## src/design/qse_pkg.sv

```systemverilog
`timescale 1ns / 1ps

package qse_pkg;

    // Default configuration of the engine.
    localparam int MAX_ITEMS_DEF  = 64;
    localparam int VALUE_BITS_DEF = 32;

    // Width of the value fields on the ports.
    localparam int FIELD_BITS = 32;

    // Control that the top level hands to every cell in the chain.
    typedef struct packed {
        logic insert;   // a new element enters the chain this cycle
        logic shift;    // the chain moves one place toward cell 0
    } t_cell_ctl;

endpackage

```

## src/design/qse_cell.sv

```systemverilog
`timescale 1ns / 1ps

module qse_cell #(
    parameter int VALUE_BITS = qse_pkg::VALUE_BITS_DEF
) (
    input  logic                         i_clk,
    input  logic                         i_rst_n,
    input  qse_pkg::t_cell_ctl           i_ctl,
    input  logic signed [VALUE_BITS-1:0] i_new_val,
    input  logic signed [VALUE_BITS-1:0] i_prev_val,
    input  logic                         i_prev_vld,
    input  logic                         i_prev_take,
    input  logic signed [VALUE_BITS-1:0] i_next_val,
    input  logic                         i_next_vld,
    output logic signed [VALUE_BITS-1:0] o_val,
    output logic                         o_vld,
    output logic                         o_take
);

    import qse_pkg::*;

    logic signed [VALUE_BITS-1:0] r_val;
    logic signed [VALUE_BITS-1:0] n_val;
    logic                         r_vld;
    logic                         n_vld;

    // An empty cell counts as holding plus infinity, so the take flags along
    // the chain read 0..0 1..1 and the new element lands at the first 1.
    assign o_take = !r_vld || (i_new_val < r_val);

    always_comb begin
        n_val = r_val;
        n_vld = r_vld;
        if (i_ctl.shift) begin
            n_val = i_next_val;
            n_vld = i_next_vld;
        end else if (i_ctl.insert && o_take) begin
            // Either the new element settles here, or this cell takes over the
            // content of its lower neighbor, which moves up one place.
            n_val = i_prev_take ? i_prev_val : i_new_val;
            n_vld = i_prev_take ? i_prev_vld : 1'b1;
        end
    end

    always_ff @(posedge i_clk) begin
        if (!i_rst_n) begin
            r_vld <= 1'b0;
        end else begin
            r_vld <= n_vld;
        end
        r_val <= n_val;
    end

    assign o_val = r_val;
    assign o_vld = r_vld;

endmodule

```

## config.mk

```make
export PLATFORM = sky130hd
export DESIGN_NAME = qse_cell
export DESIGN_NICKNAME = d
export VERILOG_FILES = /design/src/design/qse_pkg.sv /design/src/design/qse_cell.sv
export SDC_FILE = /design/constraint.sdc
export NUM_CORES = 1
export LEC_CHECK = 0
export ABC_AREA = 1
export BUFFER_PORTS_ARGS = -buffer_cell sky130_fd_sc_hd__buf_2
export CORE_ASPECT_RATIO = 1.25
export CORE_UTILIZATION = 40
export CTS_BUF_LIST = sky130_fd_sc_hd__clkbuf_4 sky130_fd_sc_hd__clkbuf_8
export CTS_CLUSTER_SIZE = 25
export DETAILED_ROUTE_END_ITERATION = 12
export PLACE_DENSITY = 0.76
export SETUP_SLACK_MARGIN = 0.02
export SLEW_MARGIN = 0
export SYNTH_ARGS = -nofsm -noshare
export SYNTH_HDL_FRONTEND = slang
export SYNTH_SLANG_ARGS = --single-unit
```

## constraint.sdc

```tcl
create_clock -name i_clk -period 5.22 [get_ports i_clk]
set_input_delay 0.783 -clock i_clk [delete_from_list [all_inputs] [get_ports i_clk]]
set_output_delay 0.783 -clock i_clk [all_outputs]
set_load 0.03 [all_outputs]
```

# --- Yosys cells after proc, flatten, opt, wreduce, memory -nomap -nowiden ---
# Cells that the tools add are included.
totals:
  ff_bits: 33
  input_bits: 103
  output_inout_bits: 34
  elab_cells: 13
classes:
  order_cmp: 1
  muxes: 6
  n_reduce_logical: 4
op_table:
  columns: ["op", "n"]
  rows:
  - ["$mux W32", 3]
  - ["$lt A32 B32 Y1", 1]
  - ["$mux W1", 3]
  - ["$reduce_bool A2 Y1", 1]
  - ["$logic_and A1 B1 Y1", 1]
  - ["$logic_not A1 Y1", 1]
  - ["$logic_or A1 B1 Y1", 1]

# --- Longest topological paths before layout ---
# Gate-level depths: netlist of the first run.
logic_depth:
  word_depth: 5
  mapped_depth: 17
  ltp_nobuf: 17

# --- Worst setup path before layout of the first run ---
# OpenSTA, ideal clock, no wires.
synth_timing:
  path_kind: "input to register"
  from: "in i_new_val[5]"
  to: "reg r_val[0] (netlist: o_val[0]) (enable)"
  setup_time_ns: 0.375
  arrival_ns: 2.332
  t_required_ns: 4.845
  slack_ns: 2.512
  stages: 12
  path_buffers: 0
  path_cell_list: "ha_1 -> a21oi_1 -> nor2_1 -> nor3_1 -> nand2_1 -> nand2_1 -> nand2_1 -> nand2_1 -> nand3_1 -> nand3_2 -> nand2_2 -> nand2_2"
synth_via:
  elab_chain_cells: 4
synth_rtl:
  columns: ["item", "line", "rtl"]
  rows:
  - ["start, declared", "qse_cell.sv:9", "input logic signed [VALUE_BITS-1:0] i_new_val,"]
  - ["$lt A32 B32 Y1", "qse_cell.sv:29", "assign o_take = !r_vld || (i_new_val < r_val);"]
  - ["$logic_or A1 B1 Y1", "qse_cell.sv:29", null]
  - ["named net o_take", "qse_cell.sv:17", "output logic o_take"]
  - ["$logic_and A1 B1 Y1", "qse_cell.sv:37", "end else if (i_ctl.insert && o_take) begin"]
  - ["$reduce_bool A2 Y1 (no source line)", null, null]
  - ["end signal, assigned", "qse_cell.sv:51", "r_val <= n_val;"]
  - ["end, declared", "qse_cell.sv:22", "logic signed [VALUE_BITS-1:0] r_val;"]
# The timed path passes the listed nets, and every way through them passes these cells.
# A chain may end at the register's enable or synchronous reset.

# --- Worst setup path after layout of the first run ---
layout_timing:
  from: "in i_new_val[5]"
  to: "out o_take"
layout_via:
  elab_chain_cells: 2
layout_rtl:
  columns: ["item", "line"]
  rows:
  - ["$lt A32 B32 Y1", "qse_cell.sv:29"]
  - ["$logic_or A1 B1 Y1", "qse_cell.sv:29"]
  - ["end, declared", "qse_cell.sv:17"]
# Every way passes these cells.

==> impl_metrics.tcl, run 1 <==
set metrics [dict create \
    cp_num_cells 13 \
    p_per_area_nw_per_um2 248 \
    final_layout_size_suffix_gt1_share_pct 35.1 \
    root_buffer "clkbuf_8" \
    path_class "in -> out" \
    avgRoutedWirePerCell_um 12.6 \
    diodes 0 \
    final_cell_count_no_fill 529 \
    synth_edf_count 32 \
    ys_types 24 \
    drv_slew 0 \
    cts_tree "built" \
    cp_common_cell "nand2_1" \
    dp_cells 521 \
    cts_buffers 5 \
    hold_viol_final 0 \
    slew_headroom_pct 47.1 \
    syn_inst 317 \
    p_sw_mw 0.280 \
    period_needed_ns 2.96 \
    cp-end-kind "output pin" \
    dr_wl_met2_mm 3.33 \
    finalSetupViolations 0 \
    yosys.area.top_type "edfxtp_1" \
    cts_buffer_depth 2 \
    insertion_delay_ns 0.28 \
    ys_seq_area_share_pct 39.4 \
    post-route-drc-count 0 \
    skew_ns 0.00667 \
    htreeDepth 2 \
    clk_pin_slew_ns 0.07 \
    synth-main-ff-cell "edfxtp_1" \
    grt_pass1_wl_mm 10.5 \
    rsz0062_at_grt "false" \
    die_height_um 90.3 \
    drt_iter0_markers 68 \
    layout.nets 580 \
    worstMarginPinSlew_ns 0.790 \
    grt.total_usage_pct 20.3 \
    rr_worst_depth 12 \
    gp_congestion 0.765 \
    hold_path.class "reg -> reg" \
    startpoint_type "input pin" \
    crit_family "simple AND/OR/NAND/NOR gates" \
    status "complete, no violations" \
    path_cells "buf_2, ha_1, a21oi_1, nor2_1, nor3_1, nand2_1, nand2_1, nand2_1, nand2_1, nand2_1, nand2_1, nand3_2, buf_2" \
    avgSynthCellArea_sq_um 7.86 \
    cp_slowest_cell "ha_1" \
    post_cts_resized 0 \
    syn_area_sq_um 2490 \
    initial_core_util_pct 42.3 \
    ir_worst_vdd_v 0.000137 \
    place_hpwl_mm 5.00 \
    switching_share_pct 33.9 \
    grt-ovfl-total 0 \
    slowest_delay_ns 0.30 \
    synth_common_cells "79 x a21oi_1, 59 x nand2_1, 38 x inv_1, 38 x nor2_1, 32 x edfxtp_1" \
    rows 31 \
    ctsHoldBuffers 0 \
    synth.most_common_cell "a21oi_1" \
    antenna_found_initial 0 \
    io_pins 137 \
    routed_via_density 4.93 \
    core_sq_um 5900 \
    vias 2606 \
    pwr-share-clk_pct 25.6 \
    synthTopCellsByArea "edfxtp_1 39%, a21oi_1 16%, ha_1 16%, nand2_1 8.9%, inv_1 5.7%" \
    grt_pass1_vias 2483 \
    grt_max_degree 37 \
    path_buf_inv 2 \
    timing.fmax_mhz 338 \
    cts_sinks 33 \
    p_leak_nw 1.76 \
    postSynth.asyncResetShare_pct 0 \
    drt_first_pass_iters 4 \
    combinationalPowerShare_pct 33.3 \
    cap_violations 0 \
    ant_nets 0 \
    ys_seq_elements 33 \
    fin_crit_sh_pct 56.6 \
    portBuffers 136 \
    internal_power_mw 0.545 \
    seqPwrFrac_pct 41.0 \
    worstPathArrival_ns 2.17 \
    wl_mm 6.67 \
    fin_tns_setup_ns 0 \
    fp.dieArea_sq_um 6550 \
    cts_setup_buffers 0 \
    yosysTopAreaCellShare_pct 38.6 \
    layout-area-overhead-vs-synth_pct 33.3 \
    hold_depth 2 \
    top_layer "met4" \
    wl_met3_um 554 \
    wl_met1_mm 2.71 \
    path_max_fanout 2 \
    die_w_um 72.6 \
    synth_nets 451 \
    yosysWarnings 0 \
    critical_path_required_ns 4.44 \
]
-- routing by layer --
| layer | vias to the layer above | track usage [%] |
|---|---|---|
| li1 | 1322 | - |
| met1 | 1156 | 22.6 |
| met2 | 122 | 37.0 |
| met3 | 6 | 5.25 |
| met4 | 0 | 5.72 |
| met5 | - | 0 |
-- per-stage QoR --
step / setup WS [ns] / util (%) / area [sq um] / hold WS, ns / power [mW]
6_report: 2.26 / 56.4 / 3320 / 0.619 / 0.825
5_1_grt: 2.12 / 56.4 / 3320 / 0.656 / 0.876
4_1_cts: 2.25 / 56.4 / 3320 / 0.618 / 0.836
3_5_place_dp: 2.18 / 54.6 / 3220 / 0.600 / 0.621
3_3_place_gp: 2.23 / 54.6 / 3220 / 0.584 / 0.613
2_1_floorplan: 2.51 / - / 2490 / 0.773 / 0.521
-- registers in the layout, summed over array words and instances, names as in the netlist --
register  cells
o_val        32
o_vld         1
-- cell type report --
class | instances | area [sq um]
Sequential cell | 33 | 981
Fill cell | 588 | 2570
Tap cell | 82 | 103
Inverter | 42 | 160
Multi-Input combinational cell | 228 | 1300
Clock inverter | 1 | 5.00
Clock buffer | 7 | 96.3
Timing Repair Buffer | 136 | 681
-- power groups by stage --
stage / registers [mW] / logic, mW / clock network, mW
2_1_floorplan: 0.398 / 0.123 / 0
3_3_place_gp: 0.343 / 0.269 / 0
3_5_place_dp: 0.344 / 0.276 / 0
4_1_cts: 0.339 / 0.277 / 0.220
5_1_grt: 0.342 / 0.307 / 0.227
6_report: 0.339 / 0.275 / 0.211
-- worst reg2reg max path, cell delays in order, from the launching register on --
cell      delay (ns)
edfxtp_1        0.34
inv_1           0.05
ha_1            0.35
nand4_1         0.11
inv_1           0.08
nand4_2         0.12
nor3_2          0.14
nand2_1         0.08
nand2_1         0.06
nand2_1         0.05
nand3_2         0.07
nand2_2         0.05
nand2_2         0.58
-- cells in the final DEF (no fill, tap or decap), types with 3 or more instances in the layout --
master    count
nand3_1       3
inv_2         3
buf_2       136
edfxtp_1     32
clkbuf_8      7
nor2_1       38
a21oi_2       3
ha_1         31
nand2_1      59
inv_1        38
a21oi_1      79
-- kinds of logic after synthesis --
logic type | share of synthesized area (%)
AOI/OAI and AO/OA | 18.8
buffers and inverters | 8.58
and+or+nand+nor | 17.7
DFF | 39.4
adders and majority gates | 15.6
-- path summary, 6_finish.rpt --
path,startpoint,end,slack (ns)
worst min-delay path,o_vld,o_vld,0.62
worst min register to register,o_vld,o_vld,0.62
worst max register to register,o_val[31],o_val[8],2.75
worst max-delay path,i_new_val[5],o_take,2.26
Power figures use the tool's default switching activity.
==> inputs of run 2 (changes only) <==
Settings changed: ABC_AREA 1 to 0, PLACE_DENSITY 0.76 to 0.78.
Clock period 5.22 ns to 2.38 ns, I/O delays scaled along.
==> impl_metrics.tcl, run 2 <==
set metrics [dict create \
    worst_slack_ns -0.266 \
    hold_path.class "in -> reg" \
    ir_worst_vdd_v 0.000353 \
    avgSynthCellArea_sq_um 9.56 \
    p_per_area_nw_per_um2 539 \
    p_leak_nw 1.97 \
    fin_crit_sh_pct 111 \
    path_max_fanout 2 \
    startpoint_type "flip-flop" \
    die_height_um 91.6 \
    placed_area_sq_um 3610 \
    ant_nets 0 \
    critical_path_required_ns 2.02 \
    ys_types 38 \
    cts_sinks 33 \
    fp.dieArea_sq_um 6750 \
    drt_first_pass_iters 4 \
    largest_reg_flops 32 \
    worstPathArrival_ns 2.29 \
    drv_slew 0 \
    yosysWarnings 0 \
    violations "negative setup slack" \
    clk_pin_slew_ns 0.06 \
    layout_commonest_cell "buf_2" \
    total_power_mw 2.09 \
    yosys.area.top_type "edfxtp_1" \
    hold_ws_ns 0.352 \
    final_cell_count_no_fill 521 \
    initial_core_util_pct 41.4 \
    period_needed_ns 2.65 \
    synth-main-ff-cell "edfxtp_1" \
    grt_pass1_vias 2610 \
    status "finished, violations left" \
    synthTopCellsByArea "edfxtp_1 37%, ha_1 15%, mux2i_1 13%, o21ai_0 6.8%, nand2_1 6.3%" \
    dpl_worst_slack_ns -0.200 \
    dp_cells 503 \
    io_pins 137 \
    cp_slowest_cell "edfxtp_1" \
    ctsHoldBuffers 0 \
    wl_mm 6.79 \
    grt_max_degree 36 \
    die_w_um 73.7 \
    cts_buffer_depth 2 \
    core_sq_um 6210 \
    synth.most_common_cell "nand2_1" \
    antenna_found_initial 0 \
    syn_area_sq_um 2570 \
    cp-end-kind "output pin" \
    fin_tns_setup_ns -4.73 \
    ys_seq_elements 33 \
    root_buffer "clkbuf_8" \
    final_layout_size_suffix_gt1_share_pct 45.6 \
    grt.total_usage_pct 20.6 \
    path_cells "inv_1, ha_4, buf_4, nand4_1, nor4_4, and2_1, a22oi_2, nor2b_4, mux2i_4, buf_6" \
    slew_headroom_pct 70.8 \
    synth_edf_count 32 \
    grt-ovfl-total 0 \
    htreeDepth 2 \
    avgRoutedWirePerCell_um 13.0 \
    crit_family "simple AND/OR/NAND/NOR gates" \
    synth_nets 403 \
    syn_inst 269 \
    cts_tree "built" \
    n_fill_cell 513 \
    utilization_pct 62.4 \
    hold_viol_final 0 \
    grt_pass1_wl_mm 10.7 \
    worstMarginPinSlew_ns 0.438 \
    place_hpwl_mm 5.34 \
    yosysTopAreaCellShare_pct 37.4 \
    rows 32 \
    cts_buffers 5 \
    cap_violations 0 \
    slowest_delay_ns 0.36 \
    final_cell_mix "135 x buf_2, 43 x nand2_1, 34 x o21ai_0" \
    vias 2564 \
    portBuffers 136 \
    insertion_delay_ns 0.28 \
    drt_iter0_markers 78 \
    post-route-drc-count 0 \
    diodes 0 \
    finalSetupViolations 33 \
    design_area_sq_um 3870 \
    path_buf_inv 3 \
    layout.nets 570 \
    timing.fmax_mhz 378 \
    rsz0062_at_grt "true" \
    ys_seq_area_share_pct 38.2 \
    gp_congestion 0.783 \
    path_class "reg -> out" \
    skew_ns 0.00549 \
    postSynth.asyncResetShare_pct 0 \
    layout-area-overhead-vs-synth_pct 50.6 \
    routed_via_density 4.92 \
    synth_common_cells "43 x nand2_1, 35 x o21ai_0, 33 x mux2i_1" \
]
## run 2: cell count changes after synthesis, sizes merged, moves of 3 or more
| cell | previous run | this run |
|---|---|---|
| nand3 | 4 | 1 |
| a21oi | 82 | 11 |
| clkbuf | 13 | 8 |
| inv | 42 | 32 |
| nor2 | 38 | 4 |
| mux2i | 0 | 33 |
| o21ai | 4 | 35 |
| nand2 | 61 | 43 |
| nand4 | 2 | 5 |
## run 2: final timing paths
kind | start | end | slack [ns] | depth (start not counted)
max | o_val[17] | o_take | -0.27 | 10
min reg2reg | o_vld | o_vld | 0.74 | 3
max reg2reg | o_val[6] | o_val[31] | -0.17 | 11
min | i_next_val[22] | o_val[22] | 0.35 | 3
## run 2: cell families (layout without fill, tap and decap cells)
kind of cell             after synthesis  in the layout  share of synthesized area [%]
AND/OR/NAND/NOR                       65             65                           12.7
AO/OA/AOI/OAI                         64             64                           14.8
buffers and inverters                 43            210                           6.42
multiplexers                          33             33                           12.8
flip-flops                            33             33                           38.2
adder cells (fa/ha/maj)               31             31                           15.1
## run 2: final cells by class
| class | instances | area [sq um] | area share (%) |
|---|---|---|---|
| Clock inverter | 1 | 3.75 | 0.0969 |
| Timing Repair Buffer | 171 | 1030 | 26.7 |
| Multi-Input combinational cell | 193 | 1550 | 40.1 |
| Sequential cell | 33 | 981 | 25.3 |
| Inverter | 32 | 120 | 3.10 |
| Clock buffer | 6 | 76.3 | 1.97 |
| Tap cell | 85 | 106 | 2.75 |
## run 2: layer usage
layer  vias to the layer above  GRT usage, %  part of all wire [%]
li1                       1297             -                     -
met1                      1160          21.2                    40
met2                        91          39.5                    53
met3                        16          3.74                   4.5
met4                         0          8.17                   2.6
met5                         -             0                     0
## run 2: timing repair
action                     4_1_cts  5_1_grt
pin swaps                        3       10
setup buffers                    6        4
gates cloned                     2        1
gates resized for setup          8        4
setup endpoints to repair       33       33
## run 2: worst register-to-register path: stages, from the launching register on
cell       delay [ns]
edfxtp_1         0.41
inv_2            0.09
ha_4             0.20
and3_4           0.17
a221oi_2         0.26
o31ai_2          0.11
a22oi_2          0.19
buf_4            0.16
o22ai_4          0.06
a311oi_4         0.26
buf_6            0.20
clkbuf_16        0.17
## run 2: where the power goes
| part | internal, mW | switching (mW) | leakage [nW] |
|---|---|---|---|
| clock network | 0.208 | 0.195 | 0.0421 |
| logic | 0.409 | 0.500 | 1.59 |
| registers | 0.736 | 0.0397 | 0.337 |
